`src/sv/spq_pkg.sv`:
```
// ----------------------------------------------------------------------------
// spq_pkg: shared types and constants of the sorted priority queue
// Status codes, request modes, parameter defaults and the cell control group.
// ----------------------------------------------------------------------------
package spq_pkg;

  localparam int CAPACITY_DEF       = 16;
  localparam int DATA_WIDTH_DEF     = 32;
  localparam int PRIORITY_WIDTH_DEF = 16;

  localparam logic MODE_ENQ = 1'b0;
  localparam logic MODE_DEQ = 1'b1;

  typedef enum logic [1:0] {
    STATUS_OK    = 2'd0,
    STATUS_FULL  = 2'd1,
    STATUS_EMPTY = 2'd2
  } status_t;

  // broadcast to every cell of the chain for one transfer
  typedef struct packed {
    logic enq;   // insert the new entry
    logic deq;   // pop the head, shift the rest up
  } cell_ctrl_t;

endpackage

```
`src/sv/sorted_priority_queue.sv`:
```
// ----------------------------------------------------------------------------
// sorted_priority_queue: bounded priority queue in a chain of sorted cells
// Enqueue inserts behind entries of equal or higher priority; dequeue pops
// the head. Each request gives one result with status and occupancy.
// ----------------------------------------------------------------------------
//  channel   ports                                        handshake
//  request   in_mode, in_item_data, in_item_priority      start && !busy
//  result    out_status, out_data, out_occupancy,          out_valid, 1 cycle
//            out_is_empty, out_is_full
//
//  One request per cycle: every cell compares against the new priority and
//  loads itself in the same cycle the request is taken, so busy stays low.
//  The result appears on the cycle after the transfer, for one cycle only.
//  Synchronous reset empties the queue; cell contents are not cleared.
//  The receiver cannot stall; results are never held back.
// ----------------------------------------------------------------------------
module sorted_priority_queue #(
  parameter int CAPACITY       = spq_pkg::CAPACITY_DEF,
  parameter int DATA_WIDTH     = spq_pkg::DATA_WIDTH_DEF,
  parameter int PRIORITY_WIDTH = spq_pkg::PRIORITY_WIDTH_DEF
) (
  input  logic                              clk,
  input  logic                              rst_n,
  input  logic                              start,
  output logic                              busy,
  input  logic                              in_mode,
  input  logic [DATA_WIDTH-1:0]             in_item_data,
  input  logic signed [PRIORITY_WIDTH-1:0]  in_item_priority,
  output logic                              out_valid,
  output logic [1:0]                        out_status,
  output logic [DATA_WIDTH-1:0]             out_data,
  output logic [$clog2(CAPACITY+1)-1:0]     out_occupancy,
  output logic                              out_is_empty,
  output logic                              out_is_full
);
  import spq_pkg::*;

  localparam int CW = $clog2(CAPACITY + 1);
  localparam logic [CW-1:0] CAP = CW'(CAPACITY);

  logic                             accept;
  logic                             is_full_now, is_empty_now;
  cell_ctrl_t                       ctrl;
  logic [CW-1:0]                    count_r, count_nxt;
  status_t                          status_nxt;
  logic [DATA_WIDTH-1:0]            data_nxt;

  logic                             valid_r;
  logic [1:0]                       status_r;
  logic [DATA_WIDTH-1:0]            data_r;
  logic [CW-1:0]                    occ_r;
  logic                             empty_r, full_r;

  logic [DATA_WIDTH-1:0]            cell_data [CAPACITY];
  logic signed [PRIORITY_WIDTH-1:0] cell_prio [CAPACITY];
  logic                             cell_disp [CAPACITY];

  assign busy         = 1'b0;
  assign accept       = start && !busy;
  assign is_full_now  = (count_r == CAP);
  assign is_empty_now = (count_r == '0);

  always_comb begin
    ctrl       = '0;
    count_nxt  = count_r;
    status_nxt = STATUS_OK;
    data_nxt   = '0;
    if (accept) begin
      if (in_mode == MODE_ENQ) begin
        if (is_full_now) begin
          status_nxt = STATUS_FULL;
        end else begin
          ctrl.enq  = 1'b1;
          count_nxt = count_r + 1'b1;
        end
      end else begin
        if (is_empty_now) begin
          status_nxt = STATUS_EMPTY;
        end else begin
          ctrl.deq  = 1'b1;
          data_nxt  = cell_data[0];
          count_nxt = count_r - 1'b1;
        end
      end
    end
  end

  genvar i;
  generate
    for (i = 0; i < CAPACITY; i++) begin : g_cell
      logic [DATA_WIDTH-1:0]            l_data, r_data;
      logic signed [PRIORITY_WIDTH-1:0] l_prio, r_prio;
      logic                             l_disp;

      if (i == 0) begin : g_head
        assign l_data = cell_data[i];
        assign l_prio = cell_prio[i];
        assign l_disp = 1'b0;
      end else begin : g_body
        assign l_data = cell_data[i-1];
        assign l_prio = cell_prio[i-1];
        assign l_disp = cell_disp[i-1];
      end

      if (i == CAPACITY - 1) begin : g_tail
        // last slot holds on pop: it falls out of the occupied range
        assign r_data = cell_data[i];
        assign r_prio = cell_prio[i];
      end else begin : g_inner
        assign r_data = cell_data[i+1];
        assign r_prio = cell_prio[i+1];
      end

      spq_cell #(
        .INDEX          (i),
        .CNT_WIDTH      (CW),
        .DATA_WIDTH     (DATA_WIDTH),
        .PRIORITY_WIDTH (PRIORITY_WIDTH)
      ) u_cell (
        .clk        (clk),
        .ctrl       (ctrl),
        .count      (count_r),
        .new_data   (in_item_data),
        .new_prio   (in_item_priority),
        .left_data  (l_data),
        .left_prio  (l_prio),
        .left_disp  (l_disp),
        .right_data (r_data),
        .right_prio (r_prio),
        .data       (cell_data[i]),
        .prio       (cell_prio[i]),
        .disp       (cell_disp[i])
      );
    end
  endgenerate

  always_ff @(posedge clk) begin
    if (!rst_n) begin
      count_r <= '0;
      valid_r <= 1'b0;
    end else begin
      count_r <= count_nxt;
      valid_r <= accept;
    end
  end

  always_ff @(posedge clk) begin
    status_r <= status_nxt;
    data_r   <= data_nxt;
    occ_r    <= count_nxt;
    empty_r  <= (count_nxt == '0);
    full_r   <= (count_nxt == CAP);
  end

  assign out_valid     = valid_r;
  assign out_status    = status_r;
  assign out_data      = data_r;
  assign out_occupancy = occ_r;
  assign out_is_empty  = empty_r;
  assign out_is_full   = full_r;

  // a result follows every transfer, in the next cycle
  a_result_strobe: assert property (@(posedge clk) disable iff (!rst_n)
    (start && !busy) |=> out_valid)
    else $error("result strobe missing after transfer");

  a_count_bound: assert property (@(posedge clk) disable iff (!rst_n)
    count_r <= CAP)
    else $error("entry count beyond capacity");

  a_occ_tracks: assert property (@(posedge clk) disable iff (!rst_n)
    out_valid |-> (out_occupancy == count_r))
    else $error("reported occupancy differs from held count");

  a_reject_holds: assert property (@(posedge clk) disable iff (!rst_n)
    (start && !busy && in_mode == MODE_ENQ && count_r == CAP) |=> $stable(count_r))
    else $error("rejected enqueue changed the queue");

endmodule

```
`src/sv/spq_cell.sv`:
```
// ----------------------------------------------------------------------------
// spq_cell: one slot of the sorted chain
// Holds one entry; on insert it keeps, takes the new entry or takes its left
// neighbour's entry; on pop it takes its right neighbour's entry.
// ----------------------------------------------------------------------------
module spq_cell #(
  parameter int INDEX          = 0,
  parameter int CNT_WIDTH      = 5,
  parameter int DATA_WIDTH     = 32,
  parameter int PRIORITY_WIDTH = 16
) (
  input  logic                             clk,
  input  spq_pkg::cell_ctrl_t              ctrl,
  input  logic [CNT_WIDTH-1:0]             count,
  input  logic [DATA_WIDTH-1:0]            new_data,
  input  logic signed [PRIORITY_WIDTH-1:0] new_prio,
  input  logic [DATA_WIDTH-1:0]            left_data,
  input  logic signed [PRIORITY_WIDTH-1:0] left_prio,
  input  logic                             left_disp,
  input  logic [DATA_WIDTH-1:0]            right_data,
  input  logic signed [PRIORITY_WIDTH-1:0] right_prio,
  output logic [DATA_WIDTH-1:0]            data,
  output logic signed [PRIORITY_WIDTH-1:0] prio,
  output logic                             disp
);
  import spq_pkg::*;

  localparam logic [CNT_WIDTH-1:0] IDX = CNT_WIDTH'(INDEX);

  logic [DATA_WIDTH-1:0]            data_r, data_nxt;
  logic signed [PRIORITY_WIDTH-1:0] prio_r, prio_nxt;
  logic                             occ;

  assign occ  = count > IDX;
  // held entry moves down when the new one outranks it
  assign disp = occ && (new_prio > prio_r);

  always_comb begin
    data_nxt = data_r;
    prio_nxt = prio_r;
    if (ctrl.enq) begin
      if (left_disp) begin
        data_nxt = left_data;
        prio_nxt = left_prio;
      end else if (!occ || disp) begin
        data_nxt = new_data;
        prio_nxt = new_prio;
      end
    end else if (ctrl.deq) begin
      data_nxt = right_data;
      prio_nxt = right_prio;
    end
  end

  always_ff @(posedge clk) begin
    data_r <= data_nxt;
    prio_r <= prio_nxt;
  end

  assign data = data_r;
  assign prio = prio_r;

endmodule
```
`config.mk`:
```
export PLATFORM = sky130hd
export DESIGN_NAME = sorted_priority_queue
export DESIGN_NICKNAME = d
export VERILOG_FILES = /design/src/sv/spq_pkg.sv /design/src/sv/sorted_priority_queue.sv /design/src/sv/spq_cell.sv
export SDC_FILE = /design/constraint.sdc
export NUM_CORES = 2
export LEC_CHECK = 0
export ABC_AREA = 1
export BUFFER_PORTS_ARGS = -buffer_cell sky130_fd_sc_hd__buf_2
export CAP_MARGIN = 30
export CORE_MARGIN = 4
export CORE_UTILIZATION = 60
export CTS_CLUSTER_DIAMETER = 40
export DETAILED_ROUTE_END_ITERATION = 6
export GPL_TIMING_DRIVEN = 0
export PLACE_DENSITY = 0.77
export SLEW_MARGIN = 20
export SYNTH_ARGS = -nofsm -noshare
export SYNTH_HDL_FRONTEND = slang
export SYNTH_SLANG_ARGS = --single-unit
```
`constraint.sdc`:
```
create_clock -name clk -period 14.2 [get_ports clk]
set_input_delay 1.42 -clock clk [delete_from_list [all_inputs] [get_ports clk]]
set_output_delay 1.42 -clock clk [all_outputs]
set_load 0.02 [all_outputs]
```
==> impl_metrics.json <==
{
  "netlist_area_um2": 52500,
  "status": "finished, violations left",
  "fmax_mhz": 201,
  "synth_area_leader_cell": "edfxtp_1",
  "syn2layout_area_growth_pct": 14.5,
  "antenna_found_initial": 4,
  "slowest_delay_ns": 0.71,
  "root_buffer": "clkbuf_16",
  "drt-total-wl_um": 166000,
  "worst_pin_slew_ns": 1.05,
  "grt_pass1_wl_um": 253000,
  "drt.antenna.violating_nets": 1,
  "first_global_vias": 45600,
  "final_cells": 8348,
  "setup_viol": 0,
  "initial_utilization_pct": 60.5,
  "finalPower_mw": 8.76,
  "synth_fp_nets": 7112,
  "cts_resized": 0,
  "vias_per_cell": 5.71,
  "crit_path_start_kind": "input pin",
  "synth.ff_latch_count": 815,
  "io_pins": 95,
  "crit-reg2reg-launch": "count_r[0]",
  "yosys-top-cells-area": "edfxtp_1 44%, nand2_1 18%, nand4_1 8.2%, nand3_1 6.9%, inv_1 6.3%",
  "finalSetupTns_ns": 0,
  "path_class": "input pin to flop",
  "netlist_instances": 6799,
  "place_congestion": 1.00,
  "startpoint": "in_item_priority[0]",
  "dr.pass1.iters": 7,
  "drc": 1,
  "dp_cells": 8075,
  "ctsHoldBuffers": 0,
  "num_vias": 47600,
  "cp_max_fo": 25,
  "ir_drop_uv": 120,
  "final_core_util_pct": 69.2,
  "die_w_um": 304,
  "hold_depth": 2,
  "nFillCells": 7062,
  "min_from": "g_cell[0].u_cell.data[29]",
  "cts.reportedPaths.clkPinSlew_ns": 0.05,
  "grt_use_total_pct": 35.2,
  "cts_tree": "yes",
  "final.setup_skew_ns": 0.0258,
  "post-cts-setup-buffers": 0,
  "synth-edff-count": 768,
  "synthesis.area_per_instance_um2": 7.73,
  "crit_path_frequent_cell": "nand2_1",
  "drv_slew": 0,
  "htree_levels": 4,
  "yosys.area.top_type_share_pct": 43.9,
  "clock-sinks": 815,
  "max_cap_viol_count": 0,
  "wl_per_cell_um": 19.9,
  "hold_class": "flop to flop",
  "yosysSeqAreaShare_pct": 45.7,
  "ys_types": 37,
  "finalHoldViolCount": 0,
  "insertion_delay_ns": 0.74,
  "required_ns": 14.63,
  "yosys.cell_count.top_type": "nand2_1",
  "place_hpwl_um": 135000,
  "finalNetCount": 7380,
  "grt_max_degree": 37,
  "relSlewSlack_pct": 29.8,
  "synth_flop_cell": "edfxtp_1",
  "synthTopCellsByCount": "2468 x nand2_1, 885 x inv_1, 768 x edfxtp_1, 724 x nand3_1, 691 x nand4_1",
  "grt_overflow": 0,
  "portBuffers": 93,
  "violations": "antenna violations, design-rule violations",
  "cts.path.max_buffers": 3,
  "path_cells": "buf_2 -> inv_1 -> clkbuf_2 -> ha_1 -> inv_1 -> nand2_1 -> nand2_1 -> nand2_1 -> nand2_1 -> nand2_1 -> nand2_1 -> nand2_1 -> nand3_1 -> nand2_1 -> nand3_1 -> buf_2 -> buf_4 -> a31oi_4 -> buf_16 -> buf_16",
  "rows": 108,
  "endpoint_kind": "flop",
  "power.leakage_nw": 29.5,
  "die-area_um2": 92400,
  "r2r_cells": 12,
  "design.core.area_um2": 86900,
  "post-route-period-util_pct": 35.1,
  "arrival_ns": 5.41,
  "p_per_area_nw_per_um2": 146,
  "min_period_ns": 4.98,
  "synth-async-reset-ratio_pct": 0,
  "yosys_warnings": 0,
  "die_y_um": 304,
  "critPathSlowestCell": "clkbuf_2",
  "drive_gt1_share_pct": 9.02,
  "rsz0062_at_grt": "no",
  "detail_route.iter0.violations": 5740,
  "cts_buffers": 144
}
layout by cell type (no fill, tap or decap), types with 109 or more instances in the layout:
master / count
nand3_1: 724
ha_1: 261
o21ai_0: 109
buf_2: 286
clkbuf_1: 206
inv_1: 882
edfxtp_1: 768
clkbuf_16: 154
nand4_1: 691
nor2_1: 134
nand2_1: 2468
through the flow:
step                worst slack [ns]  cell area [um2]  hold slack (ns)
floorplan                       7.73            52500            0.452
global placement                5.28            54500            0.459
detailed placement              8.70            55300            0.466
CTS                             9.42            60100            0.482
global route                    9.18            60100            0.506
finish                          9.22            60100            0.483
metal layers:
metal	part of all wire (%)	GRT usage, %	wire length [um]
met3	9.3	6.01	15400
met4	4.7	15.7	7900
met1	41	46.3	67600
met2	45	57.3	75500
met5	0.0078	0	13
cells by family after synthesis:
| logic type | synth area share (%) |
|---|---|
| other cells | 0.00714 |
| flops | 45.7 |
| compound gates | 2.51 |
| buf+inv | 11.0 |
| fa+ha+maj | 6.22 |
| simple gates | 34.5 |
| xor+xnor | 0.0500 |
worst max-delay path: cells and delay by family:
kind / cells / cell delay (ns)
AOI/OAI and AO/OA: 1 / 0.44
buffers and inverters: 8 / 2.19
adders and majority gates: 1 / 0.27
and+or+nand+nor: 10 / 1.02
cell type report:
type | count | area (um2) | area share, %
Timing Repair Buffer | 122 | 1140 | 1.89
Buffer | 510 | 2470 | 4.10
Clock inverter | 92 | 870 | 1.45
Inverter | 890 | 3340 | 5.55
Sequential cell | 815 | 24000 | 39.9
Clock buffer | 172 | 3940 | 6.55
Tap cell | 1155 | 1450 | 2.40
Multi-Input combinational cell | 4584 | 22900 | 38.1
Antenna cell | 8 | 20.0 | 0.0333
report_power, final:
| group | internal [mW] | total [mW] | switching, mW | leakage, nW |
|---|---|---|---|---|
| logic | 0.647 | 2.09 | 1.44 | 19.4 |
| clock network | 2.20 | 3.43 | 1.22 | 2.35 |
| registers | 3.09 | 3.25 | 0.163 | 7.72 |
| total | 5.93 | 8.76 | 2.83 | 29.5 |
final timing paths:
check / end / slack, ns
hold / removal: out_data[29] / 0.48
hold reg to reg: out_data[29] / 0.48
setup / recovery: g_cell[10].u_cell.data[19] / 9.22
setup reg to reg: g_cell[2].u_cell.data[20] / 9.68
state kept, by name (all words and copies together), names as in the netlist:
register and count:
out_is_empty 1, out_is_full 1, g_cell.u_cell.prio 256, out_valid 1
count_r 5, out_data 32, g_cell.u_cell.data 512, out_status 2
out_occupancy 5
(Power assumes the default switching activity.)
